[src/rtl/core/jdg_pkg.sv]
package jdg_pkg;

   localparam int JDN_W      = 24;
   localparam int MS_W       = 27;
   localparam int DATE_STAGES = 10;
   localparam int TIME_STAGES = 6;

   localparam logic [JDN_W-1:0] MJD_OFFSET      = 24'd2400001;
   localparam logic [JDN_W-1:0] GREGORIAN_START = 24'd2299161;
   localparam logic [MS_W-1:0]  MS_DAY_MAX      = 27'd86399999;

   // floor(ke * 30.6001) for ke = 0..15
   localparam logic [8:0] KE_DAYS [16] = '{
      9'd0,   9'd30,  9'd61,  9'd91,  9'd122, 9'd153, 9'd183, 9'd214,
      9'd244, 9'd275, 9'd306, 9'd336, 9'd367, 9'd397, 9'd428, 9'd459
   };

   typedef struct packed {
      logic signed [15:0] year;
      logic [3:0]         month;
      logic [4:0]         day_of_month;
   } date_type;

   typedef struct packed {
      logic [4:0]  hour;
      logic [5:0]  minute;
      logic [15:0] second_ms;
   } tod_type;

endpackage

[src/rtl/core/jdg_date_pipe.sv]
module jdg_date_pipe (
   input  logic                      clock,
   input  logic                      adv,
   input  logic [jdg_pkg::JDN_W-1:0] jdn,
   output jdg_pkg::date_type         date
);
   import jdg_pkg::*;

   // s1: alpha numerator and reciprocal product
   logic             greg_in;
   logic [25:0]      na_in;
   logic [JDN_W-1:0] jdn1_ff;
   logic             greg1_ff;
   logic [25:0]      na1_ff;
   logic [34:0]      pa1_ff;

   assign greg_in = (jdn >= GREGORIAN_START);
   assign na_in   = greg_in ? 26'({jdn, 2'b00} - 26'd7468865) : '0;

   always_ff @(posedge clock) begin
      if (adv) begin
         jdn1_ff  <= jdn;
         greg1_ff <= greg_in;
         na1_ff   <= na_in;
         pa1_ff   <= 35'(na_in) * 35'd459;
      end
   end

   // s2: alpha estimate and remainder
   logic [8:0]       est2_in;
   logic [26:0]      rem2_wide;
   logic [JDN_W-1:0] jdn2_ff;
   logic             greg2_ff;
   logic [8:0]       est2_ff;
   logic [18:0]      rem2_ff;

   assign est2_in   = pa1_ff[34:26];
   assign rem2_wide = 27'(na1_ff) - 27'(est2_in) * 27'd146097;

   always_ff @(posedge clock) begin
      if (adv) begin
         jdn2_ff  <= jdn1_ff;
         greg2_ff <= greg1_ff;
         est2_ff  <= est2_in;
         rem2_ff  <= rem2_wide[18:0];
      end
   end

   // s3: Gregorian correction, kb and kc numerator
   logic [8:0]       alpha3;
   logic [24:0]      ka3;
   logic [JDN_W-1:0] kb3_in;
   logic [JDN_W-1:0] kb3_ff;
   logic [27:0]      nc3_ff;

   always_comb begin
      alpha3 = est2_ff + 9'(rem2_ff >= 19'd146097);
      ka3    = greg2_ff ? 25'(jdn2_ff) + 25'd1 + 25'(alpha3) - 25'(alpha3 >> 2)
                        : 25'(jdn2_ff);
      kb3_in = JDN_W'(ka3 + 25'd1524);
   end

   always_ff @(posedge clock) begin
      if (adv) begin
         kb3_ff <= kb3_in;
         nc3_ff <= 28'(kb3_in) * 28'd20 - 28'd2442;
      end
   end

   // s4: kc reciprocal product
   logic [JDN_W-1:0] kb4_ff;
   logic [27:0]      nc4_ff;
   logic [43:0]      pc4_ff;

   always_ff @(posedge clock) begin
      if (adv) begin
         kb4_ff <= kb3_ff;
         nc4_ff <= nc3_ff;
         pc4_ff <= 44'(nc3_ff) * 44'd36746;
      end
   end

   // s5: kc estimate and remainder
   logic [14:0]      kc5_in;
   logic [27:0]      rem5_wide;
   logic [JDN_W-1:0] kb5_ff;
   logic [14:0]      kc5_ff;
   logic [13:0]      rem5_ff;

   assign kc5_in    = pc4_ff[42:28];
   assign rem5_wide = nc4_ff - 28'(kc5_in) * 28'd7305;

   always_ff @(posedge clock) begin
      if (adv) begin
         kb5_ff  <= kb4_ff;
         kc5_ff  <= kc5_in;
         rem5_ff <= rem5_wide[13:0];
      end
   end

   // s6: kc fix, kd and day offset within the March-based year
   logic [14:0] kc6_in;
   logic [25:0] kd6_wide;
   logic [JDN_W-1:0] kd6;
   logic [JDN_W-1:0] diff6_wide;
   logic [14:0] kc6_ff;
   logic [8:0]  diff6_ff;

   always_comb begin
      kc6_in     = kc5_ff + 15'(rem5_ff >= 14'd7305);
      kd6_wide   = 26'(kc6_in) * 26'd1461;
      kd6        = JDN_W'(kd6_wide >> 2);
      diff6_wide = kb5_ff - kd6;
   end

   always_ff @(posedge clock) begin
      if (adv) begin
         kc6_ff   <= kc6_in;
         diff6_ff <= diff6_wide[8:0];
      end
   end

   // s7: ke numerator
   logic [14:0] kc7_ff;
   logic [8:0]  diff7_ff;
   logic [22:0] ne7_ff;

   always_ff @(posedge clock) begin
      if (adv) begin
         kc7_ff   <= kc6_ff;
         diff7_ff <= diff6_ff;
         ne7_ff   <= 23'(diff6_ff) * 23'd10000;
      end
   end

   // s8: ke reciprocal product
   logic [14:0] kc8_ff;
   logic [8:0]  diff8_ff;
   logic [22:0] ne8_ff;
   logic [27:0] pe8_ff;

   always_ff @(posedge clock) begin
      if (adv) begin
         kc8_ff   <= kc7_ff;
         diff8_ff <= diff7_ff;
         ne8_ff   <= ne7_ff;
         pe8_ff   <= 28'(ne7_ff) * 28'd27;
      end
   end

   // s9: ke estimate and remainder
   logic [3:0]  ke9_in;
   logic [22:0] rem9_wide;
   logic [14:0] kc9_ff;
   logic [8:0]  diff9_ff;
   logic [3:0]  ke9_ff;
   logic [19:0] rem9_ff;

   assign ke9_in    = pe8_ff[26:23];
   assign rem9_wide = ne8_ff - 23'(ke9_in) * 23'd306001;

   always_ff @(posedge clock) begin
      if (adv) begin
         kc9_ff   <= kc8_ff;
         diff9_ff <= diff8_ff;
         ke9_ff   <= ke9_in;
         rem9_ff  <= rem9_wide[19:0];
      end
   end

   // s10: ke fix, day, month, year with the February fix-ups
   logic [3:0]  ke10;
   logic [8:0]  day10;
   logic [3:0]  month10;
   date_type    date_in;
   date_type    date_ff;

   always_comb begin
      ke10    = ke9_ff + 4'(rem9_ff >= 20'd306001);
      day10   = diff9_ff - KE_DAYS[ke10];
      month10 = (ke10 > 4'd13) ? ke10 - 4'd13 : ke10 - 4'd1;
      if (month10 == 4'd2 && day10 > 9'd28) begin
         day10 = 9'd29;
      end
      date_in.month        = month10;
      date_in.day_of_month = day10[4:0];
      if (month10 == 4'd2 && day10 == 9'd29 && ke10 == 4'd3) begin
         date_in.year = 16'(kc9_ff) - 16'sd4716;
      end else if (month10 > 4'd2) begin
         date_in.year = 16'(kc9_ff) - 16'sd4716;
      end else begin
         date_in.year = 16'(kc9_ff) - 16'sd4715;
      end
   end

   always_ff @(posedge clock) begin
      if (adv) begin
         date_ff <= date_in;
      end
   end

   assign date = date_ff;

endmodule

[src/rtl/core/jdg_time_pipe.sv]
module jdg_time_pipe (
   input  logic                     clock,
   input  logic                     adv,
   input  logic [jdg_pkg::MS_W-1:0] ms,
   output jdg_pkg::tod_type         tod
);
   import jdg_pkg::*;

   localparam int TIME_PAD = DATE_STAGES - TIME_STAGES;

   // t1: hour reciprocal product
   logic [MS_W-1:0] ms1_ff;
   logic [32:0]     ph1_ff;

   always_ff @(posedge clock) begin
      if (adv) begin
         ms1_ff <= ms;
         ph1_ff <= 33'(ms) * 33'd37;
      end
   end

   // t2: hour estimate and remainder
   logic [4:0]      hr2_in;
   logic [MS_W-1:0] rem2_wide;
   logic [4:0]      hr2_ff;
   logic [22:0]     rem2_ff;

   assign hr2_in    = ph1_ff[31:27];
   assign rem2_wide = ms1_ff - 27'(hr2_in) * 27'd3600000;

   always_ff @(posedge clock) begin
      if (adv) begin
         hr2_ff  <= hr2_in;
         rem2_ff <= rem2_wide[22:0];
      end
   end

   // t3: hour fix
   logic        hfix3;
   logic [22:0] rem3_wide;
   logic [4:0]  hr3_ff;
   logic [21:0] rem3_ff;

   assign hfix3     = (rem2_ff >= 23'd3600000);
   assign rem3_wide = hfix3 ? rem2_ff - 23'd3600000 : rem2_ff;

   always_ff @(posedge clock) begin
      if (adv) begin
         hr3_ff  <= hr2_ff + 5'(hfix3);
         rem3_ff <= rem3_wide[21:0];
      end
   end

   // t4: minute reciprocal product
   logic [4:0]  hr4_ff;
   logic [21:0] rem4_ff;
   logic [28:0] pm4_ff;

   always_ff @(posedge clock) begin
      if (adv) begin
         hr4_ff  <= hr3_ff;
         rem4_ff <= rem3_ff;
         pm4_ff  <= 29'(rem3_ff) * 29'd69;
      end
   end

   // t5: minute estimate and remainder
   logic [5:0]  mn5_in;
   logic [21:0] rem5_wide;
   logic [4:0]  hr5_ff;
   logic [5:0]  mn5_ff;
   logic [16:0] rem5_ff;

   assign mn5_in    = pm4_ff[27:22];
   assign rem5_wide = rem4_ff - 22'(mn5_in) * 22'd60000;

   always_ff @(posedge clock) begin
      if (adv) begin
         hr5_ff  <= hr4_ff;
         mn5_ff  <= mn5_in;
         rem5_ff <= rem5_wide[16:0];
      end
   end

   // t6: minute fix, then delay to line up with the date path
   logic        mfix6;
   logic [16:0] sec6_wide;
   tod_type     tod6_in;
   tod_type     pad_ff [TIME_PAD+1];

   always_comb begin
      mfix6             = (rem5_ff >= 17'd60000);
      sec6_wide         = mfix6 ? rem5_ff - 17'd60000 : rem5_ff;
      tod6_in.hour      = hr5_ff;
      tod6_in.minute    = mn5_ff + 6'(mfix6);
      tod6_in.second_ms = sec6_wide[15:0];
   end

   always_ff @(posedge clock) begin
      if (adv) begin
         pad_ff[0] <= tod6_in;
         for (int i = 1; i <= TIME_PAD; i++) begin
            pad_ff[i] <= pad_ff[i-1];
         end
      end
   end

   assign tod = pad_ff[TIME_PAD];

endmodule

[src/rtl/core/julian_day_to_gregorian_unit.sv]
// channel | dir | handshake            | payload
// req     | in  | req_tvalid/tready    | req_tdata: day_number, day_ms
// rsp     | out | rsp_tvalid/tready    | rsp_tdata: year, month, day, hour, minute, second_ms
// csr     | in  | csr_wr_en            | csr_wr_data: modified_day_mode
//
// One item per cycle while the output is not stalled. The date path sets the depth:
// three reciprocal divides, each a product stage, an estimate stage and a fix stage.
// Synchronous reset clears the valid bits and the mode register.
// All stages advance together while the output is empty or being taken;
// a stall freezes the whole pipeline and req_tready drops.
module julian_day_to_gregorian_unit (
   input  logic        clock,
   input  logic        reset,
   input  logic        req_tvalid,
   output logic        req_tready,
   input  logic [55:0] req_tdata,   // day_number[22:0], day_ms[49:23], zero pad
   output logic        rsp_tvalid,
   input  logic        rsp_tready,
   output logic [55:0] rsp_tdata,   // year[15:0], month[19:16], day_of_month[24:20],
                                    // hour[29:25], minute[35:30], second_ms[51:36], zero pad
   input  logic        csr_wr_en,
   input  logic        csr_wr_data  // modified_day_mode
);
   import jdg_pkg::*;

   logic             adv;
   logic             mode_ff;
   logic [DATE_STAGES:0] vld_ff;
   logic [JDN_W-1:0] jdn_in;
   logic [MS_W-1:0]  ms_in;
   logic [JDN_W-1:0] jdn_ff;
   logic [MS_W-1:0]  ms_ff;
   date_type         date;
   tod_type          tod;

   assign adv        = !vld_ff[DATE_STAGES] || rsp_tready;
   assign req_tready = adv;

   always_ff @(posedge clock) begin
      if (reset) begin
         mode_ff <= 1'b0;
      end else if (csr_wr_en) begin
         mode_ff <= csr_wr_data;
      end
   end

   always_ff @(posedge clock) begin
      if (reset) begin
         vld_ff <= '0;
      end else if (adv) begin
         vld_ff <= {vld_ff[DATE_STAGES-1:0], req_tvalid};
      end
   end

   always_comb begin
      jdn_in = JDN_W'(req_tdata[22:0]) + (mode_ff ? MJD_OFFSET : '0);
      ms_in  = (req_tdata[49:23] > MS_DAY_MAX) ? MS_DAY_MAX : req_tdata[49:23];
   end

   always_ff @(posedge clock) begin
      if (adv) begin
         jdn_ff <= jdn_in;
         ms_ff  <= ms_in;
      end
   end

   jdg_date_pipe u_date (
      .clock (clock),
      .adv   (adv),
      .jdn   (jdn_ff),
      .date  (date)
   );

   jdg_time_pipe u_time (
      .clock (clock),
      .adv   (adv),
      .ms    (ms_ff),
      .tod   (tod)
   );

   assign rsp_tvalid = vld_ff[DATE_STAGES];
   assign rsp_tdata  = {4'd0, tod.second_ms, tod.minute, tod.hour,
                        date.day_of_month, date.month, date.year};

endmodule

[config.mk]
export PLATFORM = sky130hd
export DESIGN_NAME = julian_day_to_gregorian_unit
export DESIGN_NICKNAME = d
export VERILOG_FILES = /design/src/rtl/core/jdg_pkg.sv /design/src/rtl/core/jdg_date_pipe.sv /design/src/rtl/core/jdg_time_pipe.sv /design/src/rtl/core/julian_day_to_gregorian_unit.sv
export SDC_FILE = /design/constraint.sdc
export NUM_CORES = 2
export LEC_CHECK = 0
export ABC_AREA = 1
export BUFFER_PORTS_ARGS = -buffer_cell sky130_fd_sc_hd__buf_2
export CAP_MARGIN = 20
export CORE_ASPECT_RATIO = 0.8
export CORE_MARGIN = 5
export CORE_UTILIZATION = 55
export CTS_BUF_LIST = sky130_fd_sc_hd__clkbuf_8
export DETAILED_ROUTE_END_ITERATION = 10
export PLACE_DENSITY = 0.86
export SYNTH_ARGS = -nofsm -noshare
export SYNTH_HDL_FRONTEND = slang
export SYNTH_SLANG_ARGS = --single-unit
[constraint.sdc]
create_clock -name clock -period 32.2 [get_ports clock]
set_clock_uncertainty 0.1 [all_clocks]
set_input_delay 6.44 -clock clock [delete_from_list [all_inputs] [get_ports clock]]
set_output_delay 6.44 -clock clock [all_outputs]
set_load 0.01 [all_outputs]
==> flow_summary.ini <==
[sta]
setup_viol_count_final = 0
rsz0062_at_grt = no
finalHoldViolations = 0
relSlewSlack_pct = 27.91
fin_setup_tns_ns = 0
min_period_over_period_pct = 43.26
max_freq_mhz = 71.79
worstMarginPinSlew_ns = 1.081
maxSlewViolCount = 0
layout_min_cycle_time_ns = 13.93

[critical_path]
crit_required_ns = 25.66
slowest_stage = inv_8
critPathBufInv = 4
worstPathCellList = buf_2 > nor2_1 > buf_4 > inv_8 > buf_2
startpoint_type = input pin
crit_top_cell = buf_2
cpPeakStageDelay_ns = 0.40
arrival_ns = 7.39
crit_family = buffers and inverters
cp-end-kind = output port
critPathKind = in2out
crit_path_max_fanout = 85

[cts]
holdBufCountCts = 0
htreeDepth = 3
cts.sinks = 725
cts-buffers-inserted = 111
clock_path_buffers = 3
insertion_delay_ns = 0.82
clk_root_buffer_cell = clkbuf_8
post_cts_buffers = 0
clk_pin_slew_worst_paths_ns = 0.06
cts_tree = yes
ctsResizeCount = 0

[drt]
detail-route-antenna-nets = 0
dr.pass1.iters = 6
post-route-drc-count = 0
wirelength_mm = 113.1
drtIter0Drc = 2735
vias = 38380
wl_per_cell_um = 15.67
viasPerCell = 5.319

[die]
ios = 120
die_h_um = 300.8
dieArea_um2 = 112400
rows = 106
start_util_pct = 55.50
die_w_um = 373.5
fp.coreArea_um2 = 104800

[synth]
ys.flop_type = edfxtp_1
syn_area_per_cell_um2 = 10.52
async_reset_ff_share_pct = 0
synth_seq_cells = 725
syn_inst = 5529
ys_seq_area_share_pct = 37.23
syn_area_um2 = 58150
ys_types = 70
synth_edf_count = 713
yosysWarnings = 0

[final_layout]
n_fill_cell = 8269
fin_cells = 7216
synthToLayoutAreaGrowth_pct = 7.525
nets = 7069
drive_above_1_share_pct = 7.054
antennaDiodeCount = 0

[grt]
antenna_found_initial = 0
grt_max_degree = 90
grt_pass1_vias = 40160
grt_pass1_wl_mm = 192.0
grt_usage_pct = 20.54
grt.overflow.total = 0

[worst_hold_path]
holdCritPathClass = reg2reg

[place]
dpl.hpwl_mm = 89.58
io_buffers = 109
placed_cells = 7007
place_congestion = 0.9167

[status]
status = complete, no violations

[job]
maxCapViolCount = 0
[cell type report]
type                       instances  area (µm²)  share of cell area (%)
clock buffer                     111        1528                   2.443
clock inverter                    97       749.5                   1.199
inverter                        1108        4167                   6.664
multi-input combinational       3649       32030                   51.23
sequential                       725       21650                   34.63
tap                             1404        1757                   2.810
timing repair buffer             122       640.6                   1.025
[metal layers]
metal	vias to the layer above	global-route usage (%)	part of all wire (%)
li1	18720	-	-
met1	18330	27.07	43
met2	1077	35.21	48
met3	253	3.259	5.5
met4	0	6.330	2.7
met5	-	0	0
[state kept, by name, indices dropped and copies added, names as in the netlist, 21 cells and up]
name,count
u_time.pad_ff,135
ms_ff,27
u_date.nc3_ff,26
u_date.date,25
jdn_ff,24
u_date.jdn1_ff,24
u_date.jdn2_ff,24
u_time.rem2_ff,23
u_time.rem3_ff,22
u_time.ms1_ff,21
[worst paths after layout]
path                                     from                           to  slack [ns]  depth (start not counted)
setup / recovery                   rsp_tready                   req_tready       18.27                          5
hold / removal    u_date.jdn1_ff[5]$_DFFE_PP_  u_date.jdn2_ff[5]$_DFFE_PP_        0.28                          0
setup reg to reg  u_date.rem2_ff[1]$_DFFE_PP_  u_date.nc3_ff[27]$_DFFE_PP_       23.82                         49
hold reg to reg   u_date.jdn1_ff[5]$_DFFE_PP_  u_date.jdn2_ff[5]$_DFFE_PP_        0.28                          0
[synthesized netlist by cell type, types with 4 or more instances]
cell          n  share of area (%)
a2111oi_0     4              0.060
a211oi_1      7              0.090
a21o_1       15               0.19
a21oi_1     319                2.7
a31oi_1      23               0.25
buf_4        32               0.41
clkbuf_1     14              0.090
dfxtp_1      12               0.41
edfxtp_1    713                 37
fa_1        413                 14
ha_1        877                 19
inv_1      1085                7.0
inv_2        23               0.15
nand2_1     701                4.5
nand2_2      31               0.33
nand2_4       9               0.17
nand3_1     156                1.3
nand3_2      11               0.19
nand3b_1      7              0.090
nand4_1      51               0.55
nor2_1      264                1.7
nor2_2       12               0.13
nor2_4        5              0.097
nor3_1       45               0.39
nor4_1       19               0.20
o211ai_1     11               0.14
o21a_1       13               0.17
o21ai_0     159                1.4
o21ai_1      10              0.086
o21bai_1     26               0.34
o221ai_1     10               0.15
o31ai_1       9               0.12
or2_2        24               0.26
xnor2_1     113                1.7
xor2_1      248                3.7
[stage by stage]
step                setup WS (ns)  cell area, µm²  hold slack, ns  util, %
floorplan                   10.18           58160          0.3003        -
global placement            18.27           60240          0.3003    57.50
detailed placement          18.26           60240          0.3045    57.50
CTS                         18.25           62520          0.2601    59.67
global route                18.18           62520          0.2760    59.67
finish                      18.27           62520          0.2799    59.67
[placed cells by master (no fill, tap or decap), drive strengths merged, types with 4 or more instances in the layout]
| cell type | Yosys | layout |
|---|---|---|
| inv | 1108 | 1142 |
| ha | 877 | 877 |
| nand2 | 741 | 741 |
| edfxtp | 713 | 713 |
| fa | 413 | 413 |
| a21oi | 323 | 323 |
| nor2 | 282 | 282 |
| xor2 | 248 | 248 |
| o21ai | 171 | 171 |
| nand3 | 167 | 167 |
| buf | 36 | 121 |
| xnor2 | 113 | 113 |
| clkbuf | 14 | 112 |
| nand4 | 53 | 53 |
| clkinv | 0 | 48 |
| nor3 | 46 | 46 |
| o21bai | 27 | 27 |
| or2 | 27 | 27 |
| a31oi | 25 | 25 |
| nor4 | 19 | 19 |
| a21o | 15 | 15 |
| o21a | 13 | 13 |
| dfxtp | 12 | 12 |
| o211ai | 11 | 11 |
| o221ai | 10 | 10 |
| o31ai | 9 | 9 |
| bufinv | 0 | 9 |
| nand3b | 7 | 7 |
| a211oi | 7 | 7 |
| clkinvlp | 0 | 6 |
| a2111oi | 4 | 4 |
| conb | 1 | 4 |
| a21boi | 4 | 4 |
[kinds of logic after synthesis]
| group | Yosys count | synth area share [%] |
|---|---|---|
| other cells | 1 | 0.006449 |
| mux | 2 | 0.03658 |
| simple gates | 1351 | 10.23 |
| buf+inv | 1158 | 7.699 |
| compound gates | 641 | 6.270 |
| flops | 725 | 37.23 |
| xor+xnor | 361 | 5.437 |
| fa+ha+maj | 1290 | 33.09 |
Power is left out: the tool's default activity adds up to more than one toggle a clock period on the data nets, which glitch-free logic cannot reach.
